[config.mk]
export PLATFORM = sky130hd
export DESIGN_NAME = bfb_hash
export DESIGN_NICKNAME = d
export VERILOG_FILES = /design/src/hw/rtl/bfb_pkg.sv /design/src/hw/rtl/bfb_hash.sv
export SDC_FILE = /design/constraint.sdc
export NUM_CORES = 1
export LEC_CHECK = 0
export BUFFER_PORTS_ARGS = -buffer_cell sky130_fd_sc_hd__buf_2
export CAP_MARGIN = 30
export CORE_AREA = 5 5 108 110
export DETAILED_ROUTE_END_ITERATION = 10
export DIE_AREA = 0 0 113 115
export PLACE_DENSITY = 0.63
export SETUP_SLACK_MARGIN = 0.05
export SLEW_MARGIN = 25
export SYNTH_ARGS = -nofsm -noshare
export SYNTH_HDL_FRONTEND = slang
export SYNTH_SLANG_ARGS = --single-unit
[constraint.sdc]
create_clock -name vclk -period 1.2
set_input_delay 0.06 -clock vclk [all_inputs]
set_output_delay 0.06 -clock vclk [all_outputs]
set_load 0.005 [all_outputs]
[src/hw/rtl/bfb_pkg.sv]
`default_nettype none
// ----------------------------------------------------------------------------
// Bloom filter bank package
// Shared widths, sizes and the sixteen fixed bit-index functions.
// ----------------------------------------------------------------------------
package bfb_pkg;

  localparam int unsigned HashW          = 64;
  localparam int unsigned WordW          = 32;
  localparam int unsigned FilterBits     = 16384;
  localparam int unsigned IdxW           = $clog2(FilterBits);
  localparam int unsigned OffW           = $clog2(WordW);
  localparam int unsigned WordsPerFilter = FilterBits / WordW;
  localparam int unsigned WordAddrW      = $clog2(WordsPerFilter);
  localparam int unsigned SelW           = 4;
  localparam int unsigned HashFnCount    = 16;

  // Rotate left; a shift by the full width yields zero, so a zero amount
  // leaves the value unchanged.
  function automatic logic [HashW-1:0] bfb_rotl(input logic [HashW-1:0] v,
                                                input logic [5:0] amt);
    logic [6:0] rev;
    rev = 7'd64 - {1'b0, amt};
    return (v << amt) | (v >> rev);
  endfunction

  // Bit index of hash function fn. Functions 0 to 5 take the top bits of a
  // rotation, 6 to 11 the top bits of the XOR of two rotations, 12 and 13
  // fold bit pairs of one word, 14 folds bit triples and 15 bit quads.
  function automatic logic [IdxW-1:0] bfb_index(input logic [3:0] fn,
                                                input logic [HashW-1:0] h);
    logic [HashW-1:0] x;
    logic [HashW-1:0] y;
    logic [5:0]       k;
    logic [IdxW-1:0]  r;
    x = '0;
    y = '0;
    k = '0;
    r = '0;
    if (fn < 4'd6) begin
      x = bfb_rotl(h, 6'(14 * fn));
      r = x[HashW-1 -: IdxW];
    end else if (fn < 4'd12) begin
      k = 6'(fn - 4'd6);
      x = bfb_rotl(h, 6'(14 * k + 10));
      y = bfb_rotl(h, 6'(14 * k + 24)) ^ x;
      r = y[HashW-1 -: IdxW];
    end else if (fn == 4'd12) begin
      for (int m = 0; m < IdxW; m++) begin
        r[m] = h[32 + 2 * m + 5] ^ h[32 + 2 * m + 4];
      end
    end else if (fn == 4'd13) begin
      for (int m = 0; m < IdxW; m++) begin
        r[m] = h[2 * m + 5] ^ h[2 * m + 4];
      end
    end else if (fn == 4'd14) begin
      x = bfb_rotl(h, 6'd53);
      for (int m = 0; m < IdxW; m++) begin
        r[m] = x[3 * m] ^ x[3 * m + 1] ^ x[3 * m + 2];
      end
    end else begin
      x = bfb_rotl(h, 6'd60);
      for (int m = 0; m < IdxW; m++) begin
        r[m] = x[4 * m] ^ x[4 * m + 1] ^ x[4 * m + 2] ^ x[4 * m + 3];
      end
    end
    return r;
  endfunction

endpackage
`default_nettype wire

[src/hw/rtl/bfb_hash.sv]
`default_nettype none
// ----------------------------------------------------------------------------
// Bloom filter index unit
// Maps one 64-bit hash to a bit index for each filter of the bank.
// ----------------------------------------------------------------------------
module bfb_hash import bfb_pkg::*; #(
  parameter int unsigned FnCount = 16
) (
  input  wire logic [HashW-1:0] hash_i,
  output logic      [IdxW-1:0]  idx_o [FnCount]
);

  for (genvar f = 0; f < FnCount; f++) begin : g_fn
    assign idx_o[f] = bfb_index(4'(f), hash_i);
  end

endmodule
`default_nettype wire

==> summary by stage, run 1 <==
Outcome
The flow ran to the end, and the final reports show no timing, DRC or antenna violations.

Timing
The relative max-transition margin is 69.05%. The count of endpoints failing setup in the final report is 0. The final-report max-slew violation count is 0.

The aggregate negative setup slack is 0 ns. Setup repair after global routing left no endpoint under its margin. For the pin with the worst max-slew slack, the measured transition is 0.4620 ns. The worst path needs 0.9563 ns of the cycle, external delays included.

Once routing completed, OpenROAD measured the worst setup slack at ~0.24 ns. The worst path uses 79.69% of the clock period. The highest achievable clock rate is ~1000 MHz. The count of final hold-check violations was 0.

Critical path
Traced cell by cell, the critical path runs through buf_2, xnor2_2, xnor2_1, buf_2. STA classifies the critical path startpoint as a primary input. The critical path is of the primary input to output pin type. The launch point of the critical path is hash_i[38]. In this run the worst path has a maximum fanout of 3. Following the worst setup path forward leads to its endpoint at idx_o[23].

The arrival time at the worst endpoint is 0.90 ns. The cell repeated most along the worst path is buf_2. The largest single stage delay on the critical path is 0.40 ns. The slowest stage of the critical path belongs to the cell xnor2_2.

The worst setup path is captured at an output pin. For the worst setup path, the data required time is 1.14 ns.

Die
The die covers between 0.01 and 0.015 mm². The floorplan has 38 rows. Pin placement for this block handled 288 I/O pins. In this run the horizontal extent of the chip is ~110 µm. In this run the standard cell core region covers about 0.011 mm². The die boundary height is about 120 µm.

The initial standard-cell utilization of the core is between 10% and 20%.

Global routing
The first global-routing pass estimated between 10000 and 15000 µm of wire. Global routing used a little over a tenth of the available tracks across all layers. After global routing the overflow that remains totals 0. The via count of the first global-routing pass is 1977. The number of antenna violations at the first check in global routing was 0. In the global route stage, met1 resource usage came out at 14.00%.

The met2 layer usage reported by global route is between 20 and 25%. After global routing, the most crowded layer is met2. The fraction of met3 tracks used by global routing is 1.632%. Entering global routing, the biggest net connects 7 pins.

Yosys
The synthesized area divided by synthesized cell count is between 8 and 9 µm². The summed instance area of the synthesized netlist is between 0.0015 and 0.002 mm². The share of the synthesized area in the top cell type is around two fifths.

In the synthesized netlist, the cells that appear most often are buf_4, xor2_1, xnor2_1, inv_1, xor2_2. The Yosys warning count is 0. The most frequent cell after synthesis is buf_4. The cell count after synthesis came out at between 200 and 250. Yosys attributes the largest share of cell area to xor2_1, buf_4, xnor2_1, xor2_2, inv_1.

The unique cell type count in the Yosys netlist is 5. Sequential elements use 0% of the synthesized area. The net count of the mapped netlist is 297. Of all cell types, the one taking the most synthesized area is xor2_1.

Detailed routing
The via total after detailed routing is around 2000. Before antenna repair, the detailed router went through 3 iterations. The aggregate routed wire length is 8306 µm. For this block, the initial DRC count from the detailed router was 37. The count of nets left with antenna violations once routing finished came out at 0. After detailed routing, the number of vias per cell comes to about 3.6. The count of unresolved DRC violations after routing is 0.

In the final routed layout, each cell accounts on average for roughly 15 µm.

Place
Prior to clock tree synthesis, the placed netlist has a worst setup slack of -0.04512 ns. After detailed placement, the design holds a cell count of around 570. Once detailed placement completed, the half-perimeter wirelength came to between 7000 and 8000 µm.

The congestion estimate from routability-driven global placement came to around 0.8. Input and output buffers added on the ports amount to between 200 and 300.

Final layout
In the final layout, flip-flops and latches occupy 0 µm². The utilization of the core after routing is 26.78%. The post-layout net count is between 400 and 500. There are 0 flip-flops and latches. The post-route non-filler standard cell count is approximately 570. The area growth from synthesis to final layout is 47.24%. 0 antenna diodes ended up in the layout.

The count of clock-net buffers in the final layout is 0. The post-route netlist has a little over 70% of its cells at a drive strength greater than 1.

Power
The leakage power figure is ~1.7 nW. Power spread over the standard cell area amounts to around 560 mW/mm². The largest vdd supply drop is between 0.2 and 0.25 mV. The sum of internal, switching and leakage power is 0.001585 W.

Run
The tool flagged a number of max-cap violations equal to 0.

Worst hold path
The worst hold path belongs to the class primary input to output pin. The number of cells on the worst hold path is 2.

Clock tree
The number of gates resized after cts is 1. The number of hold buffers added after cts is 0. Once the clock tree was built, the setup fixing pass inserted 0 buffers.
## cells in the final DEF, fill, tap and decap left out
cell	count
buf_2	288
buf_4	9
inv_1	7
xnor2_1	23
xnor2_2	1
xor2_1	91
xor2_2	7
## kinds of logic (layout without fill, tap and decap cells)
kind of cell              count (synthesis)  in the layout  synth area share [%]
xor gates and xnor gates                122            122                 58.14
buffers and inverters                   111            304                 41.86
## area by class of cell
cell class / instances / area [µm²]
fill: 1210 / 7764
inverter: 7 / 26.28
multi-input combinational: 122 / 1129
tap: 140 / 175.2
timing repair buffer: 297 / 1509
## worst max-delay path: cells and delay by family
| kind | cells | cell delay [ns] |
|---|---|---|
| buf+inv | 2 | 0.25 |
| xor+xnor | 2 | 0.57 |
## power breakdown
| group | internal (W) | switching (W) | leakage [nW] |
|---|---|---|---|
| Combinational | 0.000777 | 0.000808 | 1.70 |
| Clock | 0 | 0 | 0 |
| Sequential | 0 | 0 | 0 |
## routing by layer
metal | up-vias | routed length [µm] | part of all wire [%]
met5 | - | 0 | 0
met4 | 0 | 64 | 0.77
met3 | 2 | 859 | 10
met2 | 153 | 4181 | 50
met1 | 917 | 3200 | 39
li1 | 975 | - | -
## worst min-delay path by stage
| stage | from | to | slack (ns) |
|---|---|---|---|
| after global placement | hash_i[2] | idx_o[162] | 0.34 |
| after detailed placement | hash_i[1] | idx_o[161] | 0.35 |
| final | hash_i[1] | idx_o[161] | 0.35 |
| after CTS | hash_i[1] | idx_o[161] | 0.35 |
| after floorplan | hash_i[0] | idx_o[100] | 0.17 |
| after global routing | hash_i[2] | idx_o[162] | 0.35 |
## through the flow
| stage | instance area, µm² | hold slack, ns |
|---|---|---|
| 2_1_floorplan | 1928 | 0.1714 |
| 3_3_place_gp | 2831 | 0.3439 |
| 3_5_place_dp | 2831 | 0.3453 |
| 4_1_cts | 2839 | 0.3461 |
| 5_1_grt | 2839 | 0.3537 |
| 6_report | 2839 | 0.3456 |
Note: power is estimated with default switching activity, not from simulation.
==> inputs of run 2 (changes only) <==
--- a/config.mk
+++ b/config.mk
@@ -7,10 +7,10 @@
 export LEC_CHECK = 0
 export BUFFER_PORTS_ARGS = -buffer_cell sky130_fd_sc_hd__buf_2
 export CAP_MARGIN = 30
-export CORE_AREA = 5 5 108 110
+export CORE_AREA = 5 5 109 111
 export DETAILED_ROUTE_END_ITERATION = 10
-export DIE_AREA = 0 0 113 115
-export PLACE_DENSITY = 0.63
+export DIE_AREA = 0 0 114 116
+export PLACE_DENSITY = 0.62
 export SETUP_SLACK_MARGIN = 0.05
 export SLEW_MARGIN = 25
 export SYNTH_ARGS = -nofsm -noshare
==> constraint.sdc (replaced) <==
create_clock -name vclk -period 1
set_input_delay 0.05 -clock vclk [all_inputs]
set_output_delay 0.05 -clock vclk [all_outputs]
set_load 0.005 [all_outputs]
==> run 2 against run 1 <==
Compared with the run above: count of clock-buffer cells in the layout unchanged; via count up 0.83%; die area up 1.8%; combinational power up 22%; worst setup slack worse by 0.10 ns; cell count up 1.1%; core utilization up 0.29 points; non-clock buffer count up 6; largest power group unchanged.
==> summary by stage, run 2 (synthesis results as in run 1) <==
Timing
The count of final hold-check violations is 0. The highest achievable clock rate is about 1200 MHz. The final clock period utilization by the worst path is a little under nine tenths. The tightest hold path in the finished design has a slack of around 0.32 ns.

The worst pin sits at a relative slew slack of 72.92%. The shortest clock period the worst path allows after layout is roughly 0.86 ns. For the pin with the worst max-slew slack, the measured transition is ~0.40 ns. The final-report max-slew violation count is 0. Adding up every negative setup slack in the final design gives 0 ns.

The count of endpoints failing setup in the final report is 0. Setup repair after global routing left no endpoint under its margin.

Global routing
The number of antenna violations at the first check in global routing is 0. The via count of the first global-routing pass is ~2000. The first-pass GRT wire length is roughly 12000 µm. The pin count of the biggest net entering global routing is 7.

The global route total overflow is 0. The total track usage is approximately 11%.

Die
The die is between 100 and 150 µm tall. The site row count is 38. The core area is 0.01070 mm². The count of pins on the block boundary is around 290. The die is ~110 µm wide. Once the floorplan was initialized, standard cells occupied a little under a fifth of the core. The die covers 0.01322 mm².

Detailed routing
The detailed router placed ~2100 vias in this run. The number of DRC markers after the initial detailed-route iteration is 44. Summed over all layers, the routed wires come to 8525 µm. The number of iterations in the first detailed-routing pass is 3. The wire length per cell after detailed routing is about 15 µm. After detailed routing, the number of remaining DRC violations is 0. The number of antenna-violating nets in the routed design is 0. After detailed routing, the number of vias per cell comes to 3.608.

Final layout
The number of diodes is 0. The final sequential cell count is 0. The filler cell count is around 1200. The most common library cell in the layout ignoring fill and taps is buf_2. Summing all multi-input logic gate instances after layout gives between 0.001 and 0.0015 mm². The area growth from synthesis to final layout is 50.16%. The post-layout net count is 498. The register cell area after layout is 0 µm². The count of clock-net buffers in the final layout is 0. In the layout the commonest cells are buf_2, xor2_1, xnor2_1, buf_4, inv_1. After the flow finishes, the layout carries non-filler instances totaling approximately 570. In the final layout, the share of cells above drive strength 1 is 71.99%.

Critical path
For this run, the slowest stage of the critical path takes approximately 0.36 ns. The category of the critical setup timing path is primary input to output pin. The highest-delay cell along the critical path is xor2_1. STA classifies the critical path endpoint as an output pin. Walking the worst path, the cells encountered are buf_2, xor2_1, xor2_1, buf_2.

The largest driver fanout on the critical path is 2. At the worst endpoint, the required time is between 0.9 and 1 ns. The arrival time at the worst endpoint is 0.81 ns.

The kind of launch point of the worst setup path is a primary input.

Place
The congestion estimate from routability-driven global placement came to 0.7372. The number of I/O port buffers is approximately 290. Once detailed placement completed, the half-perimeter wirelength came to just under 8000 µm. The total instance count after detailed placement is ~570.

Power
For this design the ratio of total power to cell area is between 600 and 700 mW/mm². For this design the static power due to leakage is around 1.7 nW. IR analysis of the VDD net gives a maximum drop of around 0.25 mV.

Outcome
The flow ran to the end, and the final reports show no timing, DRC or antenna violations.

Worst hold path
The path class of the tightest hold or removal check is primary input to output pin.

Run
The count of maximum capacitance violations is 0.

Clock tree
Buffers added to address setup during post-CTS repair amount to 0.
-- run 2: timing repair --
| item | 4_1_cts | 5_1_grt |
|---|---|---|
| resized for setup | 1 | 1 |
| setup endpoints to repair | 2 | 2 |
| hold endpoints to repair | 0 | 0 |
| hold buffers | 0 | 0 |
-- run 2: worst paths after layout --
path        from         end  slack (ns)  cells past startpoint
min    hash_i[2]  idx_o[162]        0.32                      2
max   hash_i[11]    idx_o[1]        0.14                      4
-- run 2: area by class of cell --
| cell class | count | share of cell area, % |
|---|---|---|
| repair buffers | 303 | 53.67 |
| well taps | 140 | 6.050 |
| inverters | 7 | 0.9075 |
| multi-input cells | 122 | 39.37 |
-- run 2: critical path, delay by kind of cell --
kind,cells,cell delay [ns]
xor+xnor,2,0.53
buf+inv,2,0.23
-- run 2: routing by layer --
layer  global-route usage, %  wire [µm]
met2                   21.55       4374
met5                       0          0
met1                   13.86       3199
met3                   1.567        951
met4                       0          0
-- run 2: stage by stage --
step	area, µm²	worst slack (ns)	power [W]	utilization (%)
finish	2895	0.1427	0.001941	27.06
detailed placement	2877	0.04190	0.001984	26.89
CTS	2888	0.1186	0.001999	26.99
global placement	2877	0.05086	0.001982	26.89
floorplan	1928	0.4671	0.0009950	-
global route	2895	0.06456	0.002153	27.06
-- run 2: where the power goes --
part / leakage, nW / switching [W] / internal (W) / total (W)
Clock: 0 / 0 / 0 / 0
Sequential: 0 / 0 / 0 / 0
Combinational: 1.73 / 0.000981 / 0.000960 / 0.00194
